[src/rtl/tsvp_pkg.sv]
// Shared types, constants and helpers for the timed-step valve positioner.
`timescale 1ns / 1ps
`default_nettype none
package tsvp_pkg;

	localparam int TIMER_BITS = 16;
	localparam int CFG_W      = 16;
	localparam int STEP_W     = 8;
	localparam int TICK_W     = 16;
	localparam int CFG_ADDR_W = 2;
	localparam int S_DATA_W   = 8;
	localparam int M_DATA_W   = 16;

	localparam logic [STEP_W-1:0] STEPS_DEFAULT = STEP_W'(5);
	localparam logic [STEP_W-1:0] STEPS_MIN     = STEP_W'(3);
	localparam logic [STEP_W-1:0] STEP_MAX      = {STEP_W{1'b1}};
	localparam logic [TICK_W-1:0] TRAVEL_RESET  = TICK_W'(120);
	localparam logic [TICK_W-1:0] PULSE_RESET   = TICK_W'(24);

	typedef logic [TIMER_BITS-1:0] timer_t;

	typedef enum logic [CFG_ADDR_W-1:0] {
		REG_STEP_COUNT  = 2'd0,
		REG_FULL_TRAVEL = 2'd1,
		REG_STEP_PULSE  = 2'd2
	} cfg_reg_t;

	typedef enum logic [1:0] {
		PH_IDLE    = 2'd0,
		PH_HOMING  = 2'd1,
		PH_OPENING = 2'd2,
		PH_CLOSING = 2'd3
	} phase_t;

	typedef struct packed {
		logic              busy_res;
		logic              homed;
		logic [STEP_W-1:0] position;
		logic              close_drive;
		logic              open_drive;
	} result_t;

	function automatic timer_t timer_load(input logic [TICK_W-1:0] v);
		timer_t t;
		t = TIMER_BITS'(v);
		return (t == '0) ? timer_t'(1) : t;
	endfunction

endpackage
`default_nettype wire

[src/rtl/tsvp_core.sv]
// Valve state registers, configuration registers and per-transaction update logic.
`timescale 1ns / 1ps
`default_nettype none
module tsvp_core (
	input  wire logic                             clk,
	input  wire logic                             arst_n,
	input  wire logic                             cfg_wr_en,
	input  wire logic [tsvp_pkg::CFG_ADDR_W-1:0]  cfg_addr,
	input  wire logic [tsvp_pkg::CFG_W-1:0]       cfg_wdata,
	input  wire logic                             step_en,
	input  wire logic                             req_type,
	input  wire logic [tsvp_pkg::STEP_W-1:0]      target_step,
	output tsvp_pkg::result_t                     res
);

	logic [tsvp_pkg::STEP_W-1:0] step_count_q;
	logic [tsvp_pkg::TICK_W-1:0] full_travel_q;
	logic [tsvp_pkg::TICK_W-1:0] step_pulse_q;

	logic [tsvp_pkg::STEP_W-1:0] pos_q, pos_d;
	logic                        homed_q, homed_d;
	logic [tsvp_pkg::STEP_W-1:0] tgt_q, tgt_d;
	tsvp_pkg::phase_t            phase_q, phase_d;
	tsvp_pkg::timer_t            timer_q, timer_d;

	logic [tsvp_pkg::STEP_W-1:0] eff_steps;

	always_ff @(posedge clk or negedge arst_n) begin
		if (!arst_n) begin
			step_count_q  <= tsvp_pkg::STEPS_DEFAULT;
			full_travel_q <= tsvp_pkg::TRAVEL_RESET;
			step_pulse_q  <= tsvp_pkg::PULSE_RESET;
		end else if (cfg_wr_en) begin
			unique case (cfg_addr)
				tsvp_pkg::REG_STEP_COUNT:  step_count_q  <= cfg_wdata[tsvp_pkg::STEP_W-1:0];
				tsvp_pkg::REG_FULL_TRAVEL: full_travel_q <= cfg_wdata[tsvp_pkg::TICK_W-1:0];
				tsvp_pkg::REG_STEP_PULSE:  step_pulse_q  <= cfg_wdata[tsvp_pkg::TICK_W-1:0];
				default: ;
			endcase
		end
	end

	assign eff_steps = (step_count_q < tsvp_pkg::STEPS_MIN) ? tsvp_pkg::STEPS_DEFAULT
	                                                       : step_count_q;

	always_comb begin
		pos_d   = pos_q;
		homed_d = homed_q;
		tgt_d   = tgt_q;
		phase_d = phase_q;
		timer_d = timer_q;
		if (req_type) begin
			if (!homed_q && phase_q == tsvp_pkg::PH_IDLE) begin
				phase_d = tsvp_pkg::PH_HOMING;
				timer_d = tsvp_pkg::timer_load(full_travel_q);
			end
			if (target_step != '0) begin
				tgt_d = (target_step > eff_steps) ? eff_steps : target_step;
			end
		end else if (phase_q != tsvp_pkg::PH_IDLE) begin
			if (timer_q <= tsvp_pkg::timer_t'(1)) begin
				unique case (phase_q)
					tsvp_pkg::PH_HOMING: begin
						pos_d   = tsvp_pkg::STEP_W'(1);
						homed_d = 1'b1;
					end
					tsvp_pkg::PH_OPENING: begin
						if (pos_q != tsvp_pkg::STEP_MAX) pos_d = pos_q + tsvp_pkg::STEP_W'(1);
					end
					tsvp_pkg::PH_CLOSING: begin
						if (pos_q != '0) pos_d = pos_q - tsvp_pkg::STEP_W'(1);
					end
					default: ;
				endcase
				phase_d = tsvp_pkg::PH_IDLE;
				timer_d = '0;
			end else begin
				timer_d = timer_q - tsvp_pkg::timer_t'(1);
			end
		end
		if (phase_d == tsvp_pkg::PH_IDLE && homed_d && tgt_d != '0) begin
			if (tgt_d > pos_d) begin
				phase_d = tsvp_pkg::PH_OPENING;
				timer_d = tsvp_pkg::timer_load(step_pulse_q);
			end else if (tgt_d < pos_d) begin
				phase_d = tsvp_pkg::PH_CLOSING;
				timer_d = tsvp_pkg::timer_load(step_pulse_q);
			end
		end
		res.open_drive  = (phase_d == tsvp_pkg::PH_OPENING);
		res.close_drive = (phase_d == tsvp_pkg::PH_HOMING) || (phase_d == tsvp_pkg::PH_CLOSING);
		res.position    = pos_d;
		res.homed       = homed_d;
		res.busy_res    = (phase_d != tsvp_pkg::PH_IDLE);
	end

	always_ff @(posedge clk or negedge arst_n) begin
		if (!arst_n) begin
			pos_q   <= '0;
			homed_q <= 1'b0;
			tgt_q   <= '0;
			phase_q <= tsvp_pkg::PH_IDLE;
			timer_q <= '0;
		end else if (step_en) begin
			pos_q   <= pos_d;
			homed_q <= homed_d;
			tgt_q   <= tgt_d;
			phase_q <= phase_d;
			timer_q <= timer_d;
		end
	end

	a_drives_exclusive: assert property (@(posedge clk) disable iff (!arst_n)
		!(res.open_drive && res.close_drive))
		else $error("open and close drive on together");

	a_homed_sticky: assert property (@(posedge clk) disable iff (!arst_n)
		homed_q |=> homed_q)
		else $error("homed flag cleared");

	a_pos_before_home: assert property (@(posedge clk) disable iff (!arst_n)
		!homed_q |-> (pos_q == '0))
		else $error("position moved before homing");

	a_pos_after_home: assert property (@(posedge clk) disable iff (!arst_n)
		homed_q |-> (pos_q != '0))
		else $error("position left range after homing");

	a_homing_once: assert property (@(posedge clk) disable iff (!arst_n)
		(phase_q == tsvp_pkg::PH_HOMING) |-> !homed_q)
		else $error("homing while already homed");

endmodule
`default_nettype wire

[src/rtl/timed_step_valve_positioner.sv]
// Top level of the timed-step valve positioner: stream handshake, input and result registers.
//
// Usage:
//   s_axis carries one transaction per request: tuser = req_type (0 = time tick,
//   1 = set target), tdata = target_step. Every accepted transaction yields exactly
//   one result on m_axis: tdata holds open_drive, close_drive, position, homed and
//   busy_res, showing the valve state after that transaction.
//   Registers are written through cfg_wr_en / cfg_addr / cfg_wdata; the user must write them
//   only while no transaction is in flight, as the block itself does not enforce this.
// Path: an accepted transaction is captured in the input register; its result is then
//   captured in the result register, which may wait while m_axis is stalled.
// Throughput: one transaction per cycle unless m_axis stalls; the state update is a
//   single pass of compare, decrement and select logic between input and result registers.
// Reset: arst_n clears the valve state (position 0, not homed, idle, no target)
//   and loads register defaults (5 steps, 120 travel ticks, 24 pulse ticks).
// Stall: while m_axis_tready is low a valid result holds in its register; the input register
//   still takes one transaction, then s_axis_tready drops until the result leaves.
`timescale 1ns / 1ps
`default_nettype none
module timed_step_valve_positioner (
	input  wire logic                             clk,
	input  wire logic                             arst_n,
	input  wire logic                             cfg_wr_en,
	input  wire logic [tsvp_pkg::CFG_ADDR_W-1:0]  cfg_addr,
	input  wire logic [tsvp_pkg::CFG_W-1:0]       cfg_wdata,
	input  wire logic                             s_axis_tvalid,
	output      logic                             s_axis_tready,
	// [7:0] target_step
	input  wire logic [tsvp_pkg::S_DATA_W-1:0]    s_axis_tdata,
	// [0] req_type
	input  wire logic                             s_axis_tuser,
	output      logic                             m_axis_tvalid,
	input  wire logic                             m_axis_tready,
	// [0] open_drive, [1] close_drive, [9:2] position, [10] homed, [11] busy_res, [15:12] zero
	output      logic [tsvp_pkg::M_DATA_W-1:0]    m_axis_tdata
);

	logic                        valid_s1;
	logic                        req_s1;
	logic [tsvp_pkg::STEP_W-1:0] tgt_s1;
	logic                        adv_s1;
	tsvp_pkg::result_t           res;
	tsvp_pkg::result_t           res_q;
	logic                        m_valid_q;

	assign adv_s1        = valid_s1 && (!m_valid_q || m_axis_tready);
	assign s_axis_tready = !valid_s1 || adv_s1;

	always_ff @(posedge clk or negedge arst_n) begin
		if (!arst_n) begin
			valid_s1 <= 1'b0;
		end else if (s_axis_tready) begin
			valid_s1 <= s_axis_tvalid;
		end
	end

	always_ff @(posedge clk) begin
		if (s_axis_tready && s_axis_tvalid) begin
			req_s1 <= s_axis_tuser;
			tgt_s1 <= s_axis_tdata[tsvp_pkg::STEP_W-1:0];
		end
	end

	tsvp_core u_core (
		.clk         (clk),
		.arst_n      (arst_n),
		.cfg_wr_en   (cfg_wr_en),
		.cfg_addr    (cfg_addr),
		.cfg_wdata   (cfg_wdata),
		.step_en     (adv_s1),
		.req_type    (req_s1),
		.target_step (tgt_s1),
		.res         (res)
	);

	always_ff @(posedge clk or negedge arst_n) begin
		if (!arst_n) begin
			m_valid_q <= 1'b0;
		end else if (!m_valid_q || m_axis_tready) begin
			m_valid_q <= valid_s1;
		end
	end

	always_ff @(posedge clk) begin
		if (adv_s1) begin
			res_q <= res;
		end
	end

	assign m_axis_tvalid = m_valid_q;
	assign m_axis_tdata  = tsvp_pkg::M_DATA_W'(res_q);

endmodule
`default_nettype wire
[config.mk]
export PLATFORM = sky130hd
export DESIGN_NAME = timed_step_valve_positioner
export DESIGN_NICKNAME = d
export VERILOG_FILES = /design/src/rtl/tsvp_pkg.sv /design/src/rtl/tsvp_core.sv /design/src/rtl/timed_step_valve_positioner.sv
export SDC_FILE = /design/constraint.sdc
export NUM_CORES = 1
export LEC_CHECK = 0
export ABC_AREA = 0
export BUFFER_PORTS_ARGS = -buffer_cell sky130_fd_sc_hd__buf_2
export CAP_MARGIN = 20
export CORE_MARGIN = 2
export CORE_UTILIZATION = 30
export CTS_BUF_LIST = sky130_fd_sc_hd__clkbuf_8
export DETAILED_ROUTE_END_ITERATION = 16
export GPL_TIMING_DRIVEN = 0
export REMOVE_ABC_BUFFERS = 1
export SKIP_LAST_GASP = 1
export SLEW_MARGIN = 20
export SYNTH_ARGS = -nofsm -noshare
export SYNTH_HDL_FRONTEND = slang
export SYNTH_SLANG_ARGS = --single-unit
[constraint.sdc]
create_clock -name clk -period 8 [get_ports clk]
set_input_delay 1.6 -clock clk [delete_from_list [all_inputs] [get_ports clk]]
set_output_delay 1.6 -clock clk [all_outputs]
set_load 0.05 [all_outputs]
==> impl_metrics.env <==
export IMPL_core_rowCount=50
export IMPL_final_cell_mix="nand2_1, dfrtp_1, buf_2"
export IMPL_grt_pass1_wl_mm=21.3
export IMPL_synth_seq_cells=98
export IMPL_tns_ns=0
export IMPL_num_nets_final=682
export IMPL_grt_pass1_vias=4092
export IMPL_drive_gt1_frac=0.197
export IMPL_firstDrtPassIters=4
export IMPL_synth_top_cell_by_area="dfrtp_1"
export IMPL_clk_latency_ns=0.39
export IMPL_dieWidth_um=141
export IMPL_start_util=0.303
export IMPL_finalCriticalPeriod_ns=5.16
export IMPL_clk_pin_slew_ns=0.09
export IMPL_hold_violations=0
export IMPL_die_area_mm2=0.0199
export IMPL_avgSynthCellArea_um2=9.38
export IMPL_syn_area_mm2=0.00563
export IMPL_synth_edf_count=21
export IMPL_combPwrFrac=0.301
export IMPL_maxCapViolCount=0
export IMPL_ys_top_cells_by_area="dfrtp_1, edfxtp_1, mux2_2"
export IMPL_tightest_slew_ns=0.919
export IMPL_vias=4410
export IMPL_r2r_setup_slack_ns=2.84
export IMPL_p_leak_nw=2.61
export IMPL_placed_cell_area_mm2=0.00608
export IMPL_antenna_cells=0
export IMPL_vdd_drop_max_mv=0.103
export IMPL_setup_viol=0
export IMPL_gp_congestion=0.789
export IMPL_grt_ovfl_total=0
export IMPL_initialDrtViolationCount=244
export IMPL_cts_hold_buf=0
export IMPL_via_per_inst=5.08
export IMPL_critPathRequiredTime_ns=8.27
export IMPL_antenna_found_initial=0
export IMPL_finalCritPeriodShare=0.645
export IMPL_ctsHtreeMaxLevel=3
export IMPL_powerDensity_mw_per_mm2=236
export IMPL_fp_coreArea_mm2=0.0186
export IMPL_hold_class="reg -> reg"
export IMPL_drcViolationCount=0
export IMPL_synth_top_flop_cell="dfrtp_1"
export IMPL_cp_max_fo=16
export IMPL_dp_hpwl_mm=9.23
export IMPL_fp_dieH_um=141
export IMPL_postCtsSetupBuffers=0
export IMPL_cp_arrival_ns=5.43
export IMPL_p_clk_frac=0.215
export IMPL_finalClockSkew_ns=0.0126
export IMPL_synth_cell_types=57
export IMPL_syn_to_final_growth_pct=11.7
export IMPL_cts_tree="yes"
export IMPL_rsz0062_at_grt="false"
export IMPL_pwr_share_seq=0.484
export IMPL_synthCells=600
export IMPL_p_sw_frac=0.364
export IMPL_avgRoutedWirePerCell_um=14.9
export IMPL_pin_count=50
export IMPL_fillers=1901
export IMPL_grt_use_total=0.136
export IMPL_antenna_left=0
export IMPL_ctsResizeCount=0
export IMPL_relSlewSlack=0.385
export IMPL_port_buffers=45
export IMPL_cts_buffer_depth=2
export IMPL_max_freq_mhz=194
export IMPL_grt_max_degree=42
export IMPL_cts_buffers=9
export IMPL_final_common_cell="nand2_1"
export IMPL_status="finished, final reports clean"
export IMPL_endpoint_kind="register"
export IMPL_slew_violations=0
export IMPL_wirelength_mm=12.9
export IMPL_root_buffer="clkbuf_8"
export IMPL_crit_path_start_kind="register"
export IMPL_p_sw_mw=0.540
export IMPL_ys_seq_area_frac=0.456
export IMPL_yosysWarnings=0
export IMPL_cts_sinks=98
export IMPL_async_reset_ff_frac=0.786
export IMPL_yosysTopAreaCellShare=0.307
export IMPL_critPathKind="reg -> reg"
export IMPL_fin_area_mm2=0.00628
export IMPL_intPower_mw=0.942
[sequential cells by signal (all words and copies together) (netlist names)]
register              count
req_s1                    1
m_axis_tdata             12
m_axis_tvalid             1
u_core.phase_q            2
u_core.step_pulse_q      16
u_core.homed_q            1
u_core.tgt_q              8
u_core.step_count_q       8
u_core.pos_q              8
u_core.timer_q           16
valid_s1                  1
u_core.full_travel_q     16
tgt_s1                    8
[worst paths after layout]
| check | from | to | cells past startpoint |
|---|---|---|---|
| setup / recovery | u_core.timer_q[10] | u_core.timer_q[12] | 17 |
| max in group asynchronous | arst_n | u_core.step_count_q[2] | 2 |
| hold reg to reg | u_core.tgt_q[2] | u_core.tgt_q[2] | 2 |
| hold / removal | u_core.tgt_q[2] | u_core.tgt_q[2] | 2 |
| min in group asynchronous | arst_n | u_core.step_pulse_q[11] | 1 |
| setup reg to reg | u_core.timer_q[10] | u_core.timer_q[12] | 17 |
[per-stage QoR]
stage | power [mW] | instances | hold slack [ns] | setup slack [ns] | util
floorplan | 1.04 | 568 | 0.447 | 3.07 | -
global placement | 1.16 | 847 | 0.466 | 1.65 | 0.322
detailed placement | 1.17 | 851 | 0.464 | 2.86 | 0.327
CTS | 1.50 | 867 | 0.493 | 2.85 | 0.337
global route | 1.59 | 868 | 0.515 | 2.55 | 0.338
finish | 1.48 | 868 | 0.488 | 2.84 | 0.338
[critical path, cell delays in order, from the launching register on]
cell and delay (ns):
dfrtp_1 0.43, or3_4 0.43, or4_4 0.44, or4_1 0.68, nor3_2 0.43, buf_4 0.25, o21ai_1 0.08, a22o_1 0.29
inv_1 0.07, ha_1 0.23, a21o_1 0.19, a21oi_1 0.14, nor2b_1 0.07, o31a_1 0.27, a211oi_4 0.48, buf_6 0.27
mux2i_1 0.20, o21ai_1 0.08
[cell type report]
| type | count | area [µm²] | share of cell area |
|---|---|---|---|
| multi-input combinational | 448 | 2840 | 0.452 |
| sequential | 98 | 2570 | 0.409 |
| timing repair buffer | 50 | 309 | 0.0492 |
| tap | 234 | 293 | 0.0466 |
| clock buffer | 12 | 165 | 0.0263 |
| inverter | 22 | 82.6 | 0.0131 |
| clock inverter | 4 | 23.8 | 0.00378 |
[synthesized netlist by cell type, drive strengths merged, types with 2 or more instances]
library cell  count
xor2              8
dfrtp            69
o21ai            55
mux2             38
nand2            97
nand4             4
clkbuf           28
nor3             13
nor2b             5
and2              3
a211o             4
nand3            14
inv              22
or4               6
a21oi            34
a31oi            11
nor2             36
or3              10
o41ai             2
ha               21
o22ai             2
nand3b            3
nor4             13
dfstp             8
or2               3
xnor2             6
mux2i             9
a211oi            4
a21o              2
nand2b            8
and3              4
o21a              2
a22oi             9
a22o              4
buf               7
o31a              2
edfxtp           21
[power groups by stage]
stage | Sequential [mW] | Clock, mW | Combinational, mW
after global routing | 0.734 | 0.349 | 0.507
final | 0.717 | 0.319 | 0.445
after global placement | 0.725 | 0 | 0.432
after CTS | 0.718 | 0.333 | 0.446
after floorplan | 0.716 | 0 | 0.321
after detailed placement | 0.727 | 0 | 0.444
[kinds of logic after synthesis]
logic type               synth area share
AO/OA/AOI/OAI                       0.153
XOR/XNOR                           0.0218
adder cells (fa/ha/maj)            0.0467
buffers and inverters              0.0436
flip-flops                          0.456
multiplexers                       0.0921
other                            0.000667
AND/OR/NAND/NOR                     0.186
[metal layers]
metal,vias to the layer above,part of all wire,GRT usage,wire (µm)
li1,2197,-,-,-
met1,2103,0.51,0.202,6530
met5,-,0,0,0
met2,97,0.44,0.198,5650
met3,13,0.040,0.0224,516
met4,0,0.016,0.0526,212
Power figures use the tool's default switching activity.
